`src/rtl/laj_pkg.sv`:
```
`default_nettype none

package laj_pkg;

   localparam int CostWidth = 32;

   typedef logic [CostWidth-1:0] cost_type;

   typedef enum logic {
      FUNC_START = 1'b0,
      FUNC_JUDGE = 1'b1
   } func_type;

   typedef struct packed {
      func_type func;
      cost_type cost;
   } req_type;

   typedef struct packed {
      logic     accepted;
      cost_type current_cost;
      cost_type best_cost;
      logic     improved;
      logic     stop;
   } rsp_type;

   // Per-cell control: load takes priority over shift.
   typedef struct packed {
      logic shift;
      logic load;
   } cell_ctl_type;

endpackage

`default_nettype wire

```
`src/rtl/laj_cell.sv`:
```
`default_nettype none

module laj_cell
   import laj_pkg::*;
(
   input  wire           clock,
   input  wire           reset,
   input  cell_ctl_type  ctl,
   input  cost_type      next_value,
   input  cost_type      load_value,
   output cost_type      value
);

   cost_type value_ff;
   cost_type value_in;

   always_comb begin
      value_in = value_ff;
      if (ctl.load) begin
         value_in = load_value;
      end else if (ctl.shift) begin
         value_in = next_value;
      end
   end

   always_ff @(posedge clock) begin
      if (reset) begin
         value_ff <= '0;
      end else begin
         value_ff <= value_in;
      end
   end

   assign value = value_ff;

endmodule

`default_nettype wire

```
`src/rtl/late_acceptance_judge_core.sv`:
```
`default_nettype none

// Late acceptance move judge. The cost history lives in a ring of HISTORY_LEN
// cells that rotates by one slot for every candidate, so cell 0 always holds the
// slot for the current step. A start item goes from acceptance straight to ST_DONE
// and a candidate passes ST_JUDGE first; one that lowers the last slot holding
// the history maximum also passes ST_SCAN, in which the ring makes one full
// turn past the scan unit to find the new maximum and its count. One item is in
// work at a time; a finished result sits in the output register, so the next
// item is taken while it waits for its transfer.
module late_acceptance_judge_core
   import laj_pkg::*;
#(
   parameter int HISTORY_LEN = 8
)(
   input  wire          clock,
   input  wire          reset,
   input  wire          req_valid,
   output logic         req_stall,
   input  req_type      req_data,
   output logic         rsp_valid,
   input  wire          rsp_stall,
   output rsp_type      rsp_data,
   input  wire          csr_wr_en,
   input  wire  [31:0]  csr_wr_data
);

   localparam int CntW = $clog2(HISTORY_LEN + 1);
   localparam int IdxW = (HISTORY_LEN > 1) ? $clog2(HISTORY_LEN) : 1;
   localparam logic [CntW-1:0] FullCount = CntW'(HISTORY_LEN);
   localparam logic [IdxW-1:0] LastIdx = IdxW'(HISTORY_LEN - 1);
   localparam logic [31:0] IdleLimitReset = 32'd1000;

   typedef enum logic [1:0] {
      ST_IDLE,
      ST_JUDGE,
      ST_SCAN,
      ST_DONE
   } state_type;

   state_type       state_ff;
   req_type         item_ff;
   cost_type        held_ff;
   cost_type        best_ff;
   cost_type        hmax_ff;
   logic [CntW-1:0] cnt_ff;
   logic [31:0]     idle_ff;
   logic [31:0]     limit_ff;
   logic [IdxW-1:0] scan_idx_ff;
   cost_type        scan_max_ff;
   logic [CntW-1:0] scan_cnt_ff;
   logic            accepted_ff;
   logic            improved_ff;
   logic            rsp_valid_ff;
   rsp_type         rsp_data_ff;

   cost_type        cell_value [HISTORY_LEN];
   cell_ctl_type    cell_ctl [HISTORY_LEN];
   cost_type        load_value;

   logic            req_xfer;
   logic            start_xfer;
   logic            judge_xfer;
   logic            shift_all;
   logic            head_wr;

   cost_type        head;
   logic            acc;
   cost_type        held_in;
   logic            raise;
   logic            lower;
   logic            dec;
   logic [CntW-1:0] cnt_in;
   logic            rescan;
   logic            improve;
   cost_type        scan_max_in;
   logic [CntW-1:0] scan_cnt_in;
   logic            rsp_free;

   assign req_stall  = (state_ff != ST_IDLE);
   assign req_xfer   = req_valid && !req_stall;
   assign start_xfer = req_xfer && (req_data.func == FUNC_START);
   assign judge_xfer = req_xfer && (req_data.func == FUNC_JUDGE);
   assign rsp_free   = !rsp_valid_ff || !rsp_stall;

   // Judging a candidate against the slot now sitting in cell 0.
   always_comb begin
      head    = cell_value[0];
      acc     = (item_ff.cost == held_ff) || (item_ff.cost < hmax_ff);
      held_in = acc ? item_ff.cost : held_ff;
      raise   = held_in > head;
      lower   = !raise && (held_in < head) && (held_in < held_ff);
      dec     = lower && (head == hmax_ff) && (cnt_ff != '0);
      cnt_in  = dec ? cnt_ff - CntW'(1) : cnt_ff;
      rescan  = lower && (cnt_in == '0);
      improve = held_in < best_ff;
   end

   // Running maximum and count over the value passing cell 0.
   always_comb begin
      scan_max_in = scan_max_ff;
      scan_cnt_in = scan_cnt_ff;
      if ((scan_idx_ff == '0) || (head > scan_max_ff)) begin
         scan_max_in = head;
         scan_cnt_in = CntW'(1);
      end else if (head == scan_max_ff) begin
         scan_cnt_in = scan_cnt_ff + CntW'(1);
      end
   end

   assign shift_all  = judge_xfer || (state_ff == ST_SCAN);
   assign head_wr    = (state_ff == ST_JUDGE) && (raise || lower);
   assign load_value = start_xfer ? req_data.cost : held_in;

   for (genvar i = 0; i < HISTORY_LEN; i++) begin : g_ring
      localparam int NextIdx = (i + 1) % HISTORY_LEN;

      always_comb begin
         cell_ctl[i].shift = shift_all;
         cell_ctl[i].load  = start_xfer || ((i == 0) && head_wr);
      end

      laj_cell u_cell (
         .clock      (clock),
         .reset      (reset),
         .ctl        (cell_ctl[i]),
         .next_value (cell_value[NextIdx]),
         .load_value (load_value),
         .value      (cell_value[i])
      );
   end

   always_ff @(posedge clock) begin
      if (reset) begin
         state_ff     <= ST_IDLE;
         held_ff      <= '0;
         best_ff      <= '0;
         hmax_ff      <= '0;
         cnt_ff       <= FullCount;
         idle_ff      <= '0;
         limit_ff     <= IdleLimitReset;
         scan_idx_ff  <= '0;
         accepted_ff  <= 1'b0;
         improved_ff  <= 1'b0;
         rsp_valid_ff <= 1'b0;
      end else begin
         if (csr_wr_en) begin
            limit_ff <= csr_wr_data;
         end
         // In ST_DONE the output register is refilled instead, below.
         if (rsp_valid_ff && !rsp_stall && (state_ff != ST_DONE)) begin
            rsp_valid_ff <= 1'b0;
         end
         case (state_ff)
            ST_IDLE: begin
               if (req_xfer) begin
                  item_ff <= req_data;
               end
               if (start_xfer) begin
                  held_ff     <= req_data.cost;
                  best_ff     <= req_data.cost;
                  hmax_ff     <= req_data.cost;
                  cnt_ff      <= FullCount;
                  idle_ff     <= '0;
                  accepted_ff <= 1'b1;
                  improved_ff <= 1'b0;
                  state_ff    <= ST_DONE;
               end else if (judge_xfer) begin
                  state_ff <= ST_JUDGE;
               end
            end
            ST_JUDGE: begin
               held_ff     <= held_in;
               accepted_ff <= acc;
               cnt_ff      <= cnt_in;
               improved_ff <= improve;
               if (improve) begin
                  best_ff <= held_in;
                  idle_ff <= '0;
               end else if (idle_ff != '1) begin
                  idle_ff <= idle_ff + 32'd1;
               end
               scan_idx_ff <= '0;
               state_ff    <= rescan ? ST_SCAN : ST_DONE;
            end
            ST_SCAN: begin
               scan_max_ff <= scan_max_in;
               scan_cnt_ff <= scan_cnt_in;
               scan_idx_ff <= scan_idx_ff + IdxW'(1);
               // After a full turn the ring is back in step alignment.
               if (scan_idx_ff == LastIdx) begin
                  hmax_ff  <= scan_max_in;
                  cnt_ff   <= scan_cnt_in;
                  state_ff <= ST_DONE;
               end
            end
            ST_DONE: begin
               if (rsp_free) begin
                  rsp_valid_ff <= 1'b1;
                  rsp_data_ff  <= '{
                     accepted:     accepted_ff,
                     current_cost: held_ff,
                     best_cost:    best_ff,
                     improved:     improved_ff,
                     stop:         (idle_ff >= limit_ff)
                  };
                  state_ff <= ST_IDLE;
               end
            end
            default: begin
               state_ff <= ST_IDLE;
            end
         endcase
      end
   end

   assign rsp_valid = rsp_valid_ff;
   assign rsp_data  = rsp_data_ff;

endmodule

`default_nettype wire
```
`config.mk`:
```
export PLATFORM = sky130hd
export DESIGN_NAME = late_acceptance_judge_core
export DESIGN_NICKNAME = d
export VERILOG_FILES = /design/src/rtl/laj_pkg.sv /design/src/rtl/laj_cell.sv /design/src/rtl/late_acceptance_judge_core.sv
export SDC_FILE = /design/constraint.sdc
export NUM_CORES = 1
export LEC_CHECK = 0
export ABC_AREA = 1
export ABC_CLOCK_PERIOD_IN_PS = 10100
export BUFFER_PORTS_ARGS = -buffer_cell sky130_fd_sc_hd__buf_2
export CAP_MARGIN = 20
export CORE_MARGIN = 5
export CORE_UTILIZATION = 28
export DETAILED_ROUTE_END_ITERATION = 10
export HOLD_SLACK_MARGIN = 0.12
export PLACE_DENSITY = 0.49
export SYNTH_ARGS = -nofsm -noshare
export SYNTH_HDL_FRONTEND = slang
export SYNTH_SLANG_ARGS = --single-unit
```
`constraint.sdc`:
```
create_clock -name clock -period 10.1 [get_ports clock]
set_input_delay 3.03 -clock clock [delete_from_list [all_inputs] [get_ports clock]]
set_output_delay 3.03 -clock clock [all_outputs]
set_load 0.01 [all_outputs]
```
==> impl_results.md <==
- Initial antenna violation count: 4
- Most numerous cell in the Yosys netlist: nand2_1
- Setup TNS: 0 ps
- Layout cells sized above 1: 8.24%
- Peak Freq: 0.161 GHz
- Lkg Pwr: 15.2 nW
- Max-cap viol count: 0
- Total power: 0.00987 W
- Min Tclk post-route: 6220 ps
- Detailed placement HPWL: 60,300 um
- Pin count of the biggest net entering global routing: 203
- Root Driver: clkbuf_16
- Hold Crit Depth: 0
- CTS Buf Count: 61
- Ranking of synthesized cells by area: dfxtp_1, edfxtp_1, nand2_1
- Clock Skews: 15.5 ps
- Port buffer count: 138
- Post_cts resized: 0
- Reg2reg path depth: 29
- R2R Setup Slk: 3880 ps
- Detail Route Antenna Nets: 0
- Worst path max stage delay: 560 ps
- Worst-Margin Slew: 1100 ps
- Clock sink total: 563
- H-tree depth: 2
- CTS tree: yes
- Setup Viol. Count Final: 0
- Gpl congestion: 0.815
- Non-Filler Instances: 5,241
- Io pins: 139
- Vias in the first global route: 22,400
- Ys async rst share: 0%
- Synth Flop Type: dfxtp_1
- Final Hold Viols: 0
- Nets: 4,081
- Pre-CTS setup slack: 3450 ps
- Routed vias: 24,700
- Chip height: 333 um
- Initial Util: 28.3%
- Final WL: 85,800 um
- Endpoint, Worst Hold: rsp_data[56]
- Netlist cell types: 47
- # fillers: 11,100
- Post-CTS setup buffers: 0
- Worst Slack Setup Final: 3880 ps
- Synth Register Bits: 563
- Worst Hold Class: reg2reg
- CP most frequent cell: nand2_1
- Worst path slowest cell: o21ai_0
- # DRC: 0
- RSZ-0062 raised after global routing: no
- Die width: 333 um
- Reg-to-reg startpoint: item_ff[15]
- Drt wl/cell: 16.4 um
- First-pass GRT wire length: 133,000 um
- Final worst path period share: 61.6%
- Std cell rows: 118
- Hold path start: held_ff[22]
- Crit path kind: reg2reg
- Syn Nets: 4,045
- Synthesized area per cell: 7.76 um2
- Bufs on Longest Clock Path: 3
- CP Capture Type: register
- Data arrival, critical path: 6760 ps
- Mapped Cells: 3,775
- Die footprint: 111,000 um2
- GRT overflow: 0
- Area leader, netlist: dfxtp_1
- VDD IR-drop max: 0.155 mV
- Worst Path Max Fanout: 35
- Cts-stage hold buffer count: 0
- Fraction of synthesized cell area taken by the top area cell type: 29.3%
- Post-synthesis sequential area ratio: 43.1%
- Placed cells: 5,128
- Status: complete, no violations
- Layout area overhead: 13.8%
- Ranking of synthesized cells by instance count: nand2_1, inv_1, dfxtp_1
- Req. time, crit path: 10,640 ps
- Initial DRC count: 1,894
- Worst R2R End: g_ring[0].u_cell.value[10]
- Slew headroom: 25.6%
- Detailed Routing Iterations Pass 1: 5
- Core footprint: 104,000 um2
- Pwr dens: 296 nW/um2
- Post-synthesis instance area: 29,300 um2
- Max Slew Vio Count: 0
- Drt via density: 4.71
- Crit start category: register
- Clock Latency Late Sink: 650 ps
- Total GRT Usage: 14.8%
- CTS clk-pin slew, worst paths: 60 ps
- Post-synth EDFFs: 135
- Number of synthesis warnings: 0
- Fin Hold WS: 429 ps
[routing by layer]
layer	GRT usage [%]	share of wire, %
met1	23.5	53
met5	0	0.033
met2	20.7	40
met4	2.66	1.5
met3	2.82	6.1
[worst max path at each step]
stage / to / cells after the start / slack (ps) / start
2_1_floorplan: rsp_data[0] / 3 / 3370 / reset
3_3_place_gp: best_ff[25] / 21 / 3290 / item_ff[31]
3_5_place_dp: g_ring[0].u_cell.value[10] / 11 / 3450 / req_valid
4_1_cts: g_ring[0].u_cell.value[9] / 28 / 3850 / item_ff[15]
5_1_grt: g_ring[0].u_cell.value[10] / 29 / 3300 / item_ff[15]
6_report: g_ring[0].u_cell.value[10] / 29 / 3880 / item_ff[15]
[final cells by class]
class,count,area [um2],share of cell area [%]
multi-input cells,2370,13500,40.6
flip-flops and latches,563,12600,37.9
inverters,644,2440,7.31
clock buffers,88,1750,5.25
well taps,1380,1730,5.18
repair buffers,171,998,2.99
clock inverters,24,284,0.852
diodes,1,2.50,0.00750
[layout by cell type (no fill, tap or decap), drive strengths merged, types with 31 or more instances in the layout]
cell type	Yosys	routed
o21ai	330	330
nor2	165	165
xor2	36	36
o21bai	31	31
clkbuf	168	88
nand4	46	46
a21oi	285	285
o211ai	185	185
edfxtp	135	135
nand3	195	195
buf	30	171
ha	200	200
nand2	717	717
o221ai	54	54
inv	642	648
nor3	37	37
dfxtp	428	428
[state kept, by name, summed over array words and instances, names as in the netlist]
signal and cells:
accepted_ff 1, best_ff 32, cnt_ff 4, g_ring.u_cell.value 256, held_ff 32, hmax_ff 32, idle_ff 32, improved_ff 1
item_ff 32, limit_ff 32, rsp_data 67, rsp_valid 1, scan_cnt_ff 4, scan_idx_ff 3, scan_max_ff 32, state_ff 2
[power by group]
part           switching (W)  internal (W)
clock               0.000963       0.00133
sequential          0.000513       0.00307
combinational        0.00262       0.00137
[metrics by stage]
stage | cell area (um2) | utilization [%]
final | 33300 | 32.2
after global routing | 33300 | 32.2
after CTS | 33300 | 32.2
after detailed placement | 31300 | 30.2
after global placement | 31300 | 30.2
after floorplan | 29300 | -
[cell families (layout without fill, tap and decap cells)]
family	after synthesis	count (layout)	synth area share (%)
compound gates	919	919	18.6
xor+xnor	52	52	1.55
fa+ha+maj	200	200	8.54
buf+inv	842	927	10.9
flops	563	563	43.1
other cells	0	1	0
simple gates	1199	1199	17.3
[worst max-delay path: cells and delay by family (launching register included)]
kind                     cells  cell delay, ps
AND/OR/NAND/NOR             14            1820
AO/OA/AOI/OAI                9            2300
adder cells (fa/ha/maj)      2             700
buffers and inverters        4             840
flip-flops                   1             420
(Power assumes the default switching activity.)
